**src/rtl/mf3_pkg.sv**
```systemverilog
// Shared types, constants and a helper function of the 3x3 RGB median filter.
`default_nettype none
package mf3_pkg;

    localparam int MAX_WIDTH  = 1024;
    localparam int COL_W      = $clog2(MAX_WIDTH);
    localparam int FW_W       = 11;
    localparam int FH_W       = 16;
    localparam int ROW_W      = FH_W + 1;
    localparam int PIX_W      = 24;
    localparam int CFG_IDX_W  = 2;
    localparam int CFG_DATA_W = 16;

    localparam logic [CFG_IDX_W-1:0] CFG_FRAME_WIDTH  = 2'd0;
    localparam logic [CFG_IDX_W-1:0] CFG_FRAME_HEIGHT = 2'd1;

    localparam logic [FW_W-1:0] FRAME_WIDTH_RESET  = 11'd640;
    localparam logic [FH_W-1:0] FRAME_HEIGHT_RESET = 16'd480;

    localparam logic MODE_FLUSH = 1'b1;

    typedef struct packed {
        logic       mode;
        logic [7:0] red_in;
        logic [7:0] green_in;
        logic [7:0] blue_in;
    } mf3_in_t;

    typedef struct packed {
        logic [7:0] red_out;
        logic [7:0] green_out;
        logic [7:0] blue_out;
        logic       frame_last;
    } mf3_out_t;

    typedef logic [8:0][7:0] chan9_t;

    function automatic chan9_t cmp_swap(chan9_t p, logic [3:0] a, logic [3:0] b);
        chan9_t q;
        q = p;
        if (p[a] > p[b]) begin
            q[a] = p[b];
            q[b] = p[a];
        end
        return q;
    endfunction

endpackage
`default_nettype wire

```
**src/rtl/mf3_median9.sv**
```systemverilog
// Three-stage pipelined median-of-nine network for one color channel.
`default_nettype none
module mf3_median9 (
    input  wire logic            aclk,
    input  wire logic            en,
    input  wire mf3_pkg::chan9_t vals,
    output logic [7:0]           med
);

    mf3_pkg::chan9_t a_comb, b_comb, c_comb;
    mf3_pkg::chan9_t s1_reg, s2_reg;

    always_comb begin
        a_comb = vals;
        a_comb = mf3_pkg::cmp_swap(a_comb, 4'd1, 4'd2);
        a_comb = mf3_pkg::cmp_swap(a_comb, 4'd4, 4'd5);
        a_comb = mf3_pkg::cmp_swap(a_comb, 4'd7, 4'd8);
        a_comb = mf3_pkg::cmp_swap(a_comb, 4'd0, 4'd1);
        a_comb = mf3_pkg::cmp_swap(a_comb, 4'd3, 4'd4);
        a_comb = mf3_pkg::cmp_swap(a_comb, 4'd6, 4'd7);
        a_comb = mf3_pkg::cmp_swap(a_comb, 4'd1, 4'd2);
        a_comb = mf3_pkg::cmp_swap(a_comb, 4'd4, 4'd5);
        a_comb = mf3_pkg::cmp_swap(a_comb, 4'd7, 4'd8);
    end

    always_comb begin
        b_comb = s1_reg;
        b_comb = mf3_pkg::cmp_swap(b_comb, 4'd0, 4'd3);
        b_comb = mf3_pkg::cmp_swap(b_comb, 4'd5, 4'd8);
        b_comb = mf3_pkg::cmp_swap(b_comb, 4'd4, 4'd7);
        b_comb = mf3_pkg::cmp_swap(b_comb, 4'd3, 4'd6);
        b_comb = mf3_pkg::cmp_swap(b_comb, 4'd1, 4'd4);
        b_comb = mf3_pkg::cmp_swap(b_comb, 4'd2, 4'd5);
    end

    always_comb begin
        c_comb = s2_reg;
        c_comb = mf3_pkg::cmp_swap(c_comb, 4'd4, 4'd7);
        c_comb = mf3_pkg::cmp_swap(c_comb, 4'd4, 4'd2);
        c_comb = mf3_pkg::cmp_swap(c_comb, 4'd6, 4'd4);
        c_comb = mf3_pkg::cmp_swap(c_comb, 4'd4, 4'd2);
    end

    always_ff @(posedge aclk) begin
        if (en) begin
            s1_reg <= a_comb;
            s2_reg <= b_comb;
            med    <= c_comb[4];
        end
    end

endmodule
`default_nettype wire

```
**config.mk**
```make
export PLATFORM = sky130hd
export DESIGN_NAME = mf3_median9
export DESIGN_NICKNAME = d
export VERILOG_FILES = /design/src/rtl/mf3_pkg.sv /design/src/rtl/mf3_median9.sv
export SDC_FILE = /design/constraint.sdc
export NUM_CORES = 1
export LEC_CHECK = 0
export CAP_MARGIN = 20
export CORE_ASPECT_RATIO = 0.9
export CORE_MARGIN = 2
export CORE_UTILIZATION = 68
export DETAILED_ROUTE_END_ITERATION = 7
export DONT_BUFFER_PORTS = 1
export GPL_TIMING_DRIVEN = 0
export PLACE_DENSITY = 0.93
export SLEW_MARGIN = 20
export SYNTH_ARGS = -nofsm -noshare
export SYNTH_HDL_FRONTEND = slang
export SYNTH_SLANG_ARGS = --single-unit
```
**constraint.sdc**
```tcl
create_clock -name aclk -period 19.2 [get_ports aclk]
set_input_delay 3.84 -clock aclk [delete_from_list [all_inputs] [get_ports aclk]]
set_output_delay 3.84 -clock aclk [all_outputs]
set_load 0.01 [all_outputs]
```
==> flow_metrics.tcl, run 1 <==
set metrics [dict create \
    synth_ff_type "edfxtp_1" \
    required_ns 19.38 \
    worstSetupEndpointType "flip-flop" \
    rr_worst_depth 38 \
    synth_top_family_by_area "adder cells" \
    tns_ns 0 \
    crit_path_start_kind "input port" \
    wl_per_cell_um 18.8 \
    io_buffer_count 0 \
    nets 1230 \
    ys_ff_latch 112 \
    r2r-end "med[5]$_DFFE_PP_" \
    first_pass_iters 7 \
    fp-row-count 41 \
    cts_resized 0 \
    cts_buffer_depth 2 \
    cts_hold_buf 0 \
    start_util_pct 69.8 \
    antenna_found_initial 0 \
    worstHoldEndpoint "s2_reg[20]$_DFFE_PP_" \
    viasPerCell 6.28 \
    yosysWarnings 0 \
    final_common_cell "ha_1" \
    postSynthCellCount 994 \
    crit_fanout 10 \
    hold_viol_final 0 \
    rr_startpoint "s2_reg[33]$_DFFE_PP_" \
    hpwl_mm 17.9 \
    drc 0 \
    cap_violations 0 \
    synth_xor_area_share_pct 0.166 \
    worstSkewPairLatency_ns 0.36 \
    overflow 0 \
    r2r_slack_ns 10.77 \
    synth_edf_count 112 \
    cts_setup_buffers 0 \
    clock_sinks 112 \
    die_x_um 131 \
    initialDrtViolationCount 800 \
    finalClockSkew_ns 0.0106 \
    place_congestion 0.934 \
    min_from "s1_reg[20]$_DFFE_PP_" \
    grt_pass1_wl_mm 36.7 \
    die-area_um2 15400 \
    tightestPinTransition_ns 0.902 \
    ant_nets 0 \
    yosysUniqueCellTypes 46 \
    clk_pin_slew_ns 0.07 \
    synthSimpleGateAreaFrac_pct 9.68 \
    root_buffer "clkbuf_16" \
    critPathKind "in2reg" \
    fin_crit_ns 9.68 \
    yosysSeqAreaShare_pct 34.3 \
    synthArstFlopShare_pct 0 \
    wl_mm 22.6 \
    slew_violations 0 \
    synth_fp_nets 1219 \
    dr_total_vias 7546 \
    period_share_pct 50.4 \
    ctsHtreeMaxLevel 3 \
    cpMaxStageDelayCell "o31ai_2" \
    diodes 0 \
    coreArea_um2 14100 \
    syn_avg_cell_area_um2 9.87 \
    die_y_um 118 \
    fillers 937 \
    critPathMaxStageDelay_ns 0.50 \
    crit_arrival_ns 9.86 \
    rsz0062_at_grt "no" \
    syn_to_final_growth_pct 5.61 \
    mostFrequentLayoutCells "ha_1, inv_1, mux2i_1" \
    synth_mux_area_share_pct 16.1 \
    top_level_ports 82 \
    grt_max_degree 113 \
    cts_tree "yes" \
    synth_compound_area_share_pct 14.1 \
    slew_headroom_pct 39.9 \
    setup_viol 0 \
    largest_reg_flops 72 \
    min_path_type "reg2reg" \
    min_delay_path_depth 2 \
    numCtsBuffers 9 \
    grt_pass1_vias 7549 \
    status "complete, no violations" \
    drive_gt1_share_pct 8.03 \
    netlist_area_um2 9810 \
    fmax_mhz 103 \
    track_usage_pct 30.2 \
    synthAdderAreaFrac_pct 19.3 \
]
## cell families after synthesis
| group | count (synthesis) |
|---|---|
| compound gates | 219 |
| simple gates | 200 |
| buf+inv | 158 |
| mux | 153 |
| fa+ha+maj | 151 |
| flops | 112 |
| xor+xnor | 1 |
## layout make-up
| class | count | area [um^2] | share of cell area [%] |
|---|---|---|---|
| multi-input combinational | 724 | 5820 | 56.2 |
| sequential | 112 | 3360 | 32.5 |
| inverter | 131 | 492 | 4.75 |
| tap | 193 | 241 | 2.33 |
| clock buffer | 9 | 225 | 2.17 |
| buffer | 27 | 136 | 1.32 |
| clock inverter | 6 | 83.8 | 0.809 |
## metrics by stage
| stage | hold slack, ns | util [%] | std cells | cell area (um^2) | setup WS, ns |
|---|---|---|---|---|---|
| floorplan | 0.529 | - | 994 | 9810 | 10.07 |
| global placement | 0.543 | 71.5 | 1187 | 10100 | 9.35 |
| detailed placement | 0.556 | 71.5 | 1187 | 10100 | 9.17 |
| CTS | 0.574 | 73.7 | 1202 | 10400 | 9.52 |
| global route | 0.606 | 73.7 | 1202 | 10400 | 8.95 |
| finish | 0.577 | 73.7 | 1202 | 10400 | 9.52 |
## metal layers
metal | GRT usage, % | vias to the layer above | share of wire (%)
met5 | 0 | - | 0
met4 | 11.4 | 0 | 3.5
met3 | 7.09 | 73 | 7.4
met2 | 51.0 | 342 | 49
met1 | 37.4 | 3505 | 40
li1 | - | 3626 | -
## cell usage after synthesis (all sizes together) (2+ instances only)
cell type,number,area [um^2]
o21a,19,143
a221oi,8,120
nand2,59,224
and4,2,17.5
buf,14,83.8
mux2,37,417
a21oi,68,340
a21o,29,218
nor2,49,184
nand2b,13,81.3
mux2i,116,1160
o311ai,2,42.6
a21bo,2,20.0
clkbuf,13,52.6
o31ai,2,20.0
and3,7,43.8
o21ai,79,403
ha,151,1890
edfxtp,112,3360
inv,131,492
nor3,9,45.0
o211ai,2,15.0
nand4,13,81.3
nand3,25,125
nor2b,19,119
## worst max-delay path by stage
stage,startpoint,to,slack (ns),cells after the start
global route,vals[41],s1_reg[37]$_DFFE_PP_,8.95,30
CTS,vals[41],s1_reg[38]$_DFFE_PP_,9.52,30
finish,vals[41],s1_reg[38]$_DFFE_PP_,9.52,30
detailed placement,vals[41],s1_reg[38]$_DFFE_PP_,9.17,30
global placement,vals[41],s1_reg[38]$_DFFE_PP_,9.35,30
floorplan,vals[41],s1_reg[41]$_DFFE_PP_,10.07,30
## worst max-delay path: cells and delay by family
kind	cells	cell delay, ns
adders and majority gates	3	0.78
and+or+nand+nor	8	0.83
muxes	3	1.04
AOI/OAI and AO/OA	12	2.35
buffers and inverters	4	0.99
Power of run 1 is not shown: default switching activity piles up to over one toggle a cycle in this logic, so the estimate is an artifact.
==> run 2, diff against run 1 <==
--- a/config.mk
+++ b/config.mk
@@ -8,11 +8,11 @@
 export CAP_MARGIN = 20
 export CORE_ASPECT_RATIO = 0.9
 export CORE_MARGIN = 2
-export CORE_UTILIZATION = 68
+export CORE_UTILIZATION = 66
 export DETAILED_ROUTE_END_ITERATION = 7
 export DONT_BUFFER_PORTS = 1
 export GPL_TIMING_DRIVEN = 0
-export PLACE_DENSITY = 0.93
+export PLACE_DENSITY = 0.91
 export SLEW_MARGIN = 20
 export SYNTH_ARGS = -nofsm -noshare
 export SYNTH_HDL_FRONTEND = slang
==> constraint.sdc (replaced) <==
create_clock -name aclk -period 9.3 [get_ports aclk]
set_input_delay 1.86 -clock aclk [delete_from_list [all_inputs] [get_ports aclk]]
set_output_delay 1.86 -clock aclk [all_outputs]
set_load 0.01 [all_outputs]
==> run 2 against run 1 <==
Net effect: die area increased by 2.9%; flip-flop and latch count unchanged; core utilization is 3.1 points lower; cell count rose by 0.33%; cell area shrank 0.48%; register-to-register slack got worse by 10 ns; setup slack got worse by 8.7 ns; critical path type is now reg2reg; critical endpoint is now med[4]$_DFFE_PP_; highest routed layer unchanged.
==> flow_metrics.tcl, run 2 (same netlist as run 1, synthesis figures left out) <==
set metrics [dict create \
    status "complete, no violations" \
    largest_reg_flops 72 \
    cts_resized 0 \
    cts_hold_buf 0 \
    grt_pass1_wl_mm 35.7 \
    top_level_ports 82 \
    drive_gt1_share_pct 7.84 \
    setup_viol 0 \
    clk_pin_slew_ns 0.07 \
    antenna_found_initial 0 \
    fmax_mhz 118 \
    cts_buffer_depth 2 \
    hpwl_mm 17.7 \
    finalClockSkew_ns 0.00834 \
    hold_viol_final 0 \
    met3_usage_pct 5.11 \
    io_buffer_count 0 \
    grt_max_degree 113 \
    wl_per_cell_um 18.4 \
    track_usage_pct 28.6 \
    use_met1_pct 35.3 \
    viasPerCell 6.17 \
    required_ns 9.48 \
    tightestPinTransition_ns 0.753 \
    syn_to_final_growth_pct 5.10 \
    wl_mm 22.2 \
    cap_violations 0 \
    crit_path_start_kind "flip-flop" \
    nets 1230 \
    start_util_pct 67.2 \
    die_y_um 120 \
    multi_input_area_um2 5820 \
    cpMaxStageDelayCell "o21ai_0" \
    diodes 0 \
    crit_arrival_ns 8.67 \
    worstSetupEndpointType "flip-flop" \
    first_pass_iters 5 \
    initialDrtViolationCount 672 \
    critPathMaxStageDelay_ns 0.46 \
    final-seq-area_um2 3360 \
    tns_ns 0 \
    grt_pass1_vias 7329 \
    final_common_cell "ha_1" \
    dr_total_vias 7446 \
    numCtsBuffers 9 \
    drc 0 \
    root_buffer "clkbuf_16" \
    critPathKind "reg2reg" \
    crit_fanout 10 \
    rsz0062_at_grt "no" \
    clock_sinks 112 \
    die_x_um 133 \
    min_path_type "reg2reg" \
    coreArea_um2 14600 \
    busiest_layer "met2" \
    slew_headroom_pct 49.4 \
    cts_setup_buffers 0 \
    worstSkewPairLatency_ns 0.36 \
    cts_tree "yes" \
    fp-row-count 42 \
    fillers 1067 \
    slew_violations 0 \
    ctsHtreeMaxLevel 3 \
    ant_nets 0 \
    period_share_pct 91.3 \
    die-area_um2 15900 \
    place_congestion 0.901 \
    grt.met2_usage_pct 50.2 \
    overflow 0 \
    mostFrequentLayoutCells "ha_1, inv_1, mux2i_1" \
    fin_crit_ns 8.49 \
]
[run 2: through the flow]
stage                     hold slack [ns]  instance area (um^2)  setup WS (ns)  cells  util [%]
after CTS                           0.584                 10300          0.905   1206      70.6
final                               0.584                 10300          0.809   1206      70.6
after global routing                0.612                 10300          0.105   1206      70.6
after detailed placement            0.568                 10100          0.985   1192      68.9
after floorplan                     0.529                  9810           2.15    994         -
after global placement              0.546                 10100           1.16   1192      68.9
[run 2: area by class of cell]
class / instances / share of cell area (%)
clock inverter: 3 / 0.194
tap: 198 / 2.40
inverter: 131 / 4.77
sequential: 112 / 32.6
multi-input combinational: 724 / 56.4
clock buffer: 11 / 2.26
buffer: 27 / 1.32
[run 2: critical path: cells and delay by family, from the launching register on]
family | cells | cell delay, ns
adder cells (fa/ha/maj) | 4 | 1.26
flip-flops | 1 | 0.44
AND/OR/NAND/NOR | 7 | 0.74
multiplexers | 1 | 0.40
AO/OA/AOI/OAI | 20 | 3.95
buffers and inverters | 6 | 1.51
[run 2: routing by layer]
layer / up-vias / routed length, um
met5: - / 0
met4: 0 / 754
met3: 53 / 1330
met2: 261 / 11000
met1: 3501 / 9140
li1: 3631 / -
[run 2: final timing paths]
kind                                      startpoint                    to  slack, ns  cells after the start
worst min register to register  s1_reg[23]$_DFFE_PP_  s2_reg[23]$_DFFE_PP_       0.58                      2
worst max register to register  s2_reg[33]$_DFFE_PP_      med[4]$_DFFE_PP_       0.81                     38
worst min-delay path            s1_reg[23]$_DFFE_PP_  s2_reg[23]$_DFFE_PP_       0.58                      2
worst max-delay path            s2_reg[33]$_DFFE_PP_      med[4]$_DFFE_PP_       0.81                     38
Power of run 2 is left out for the same reason.
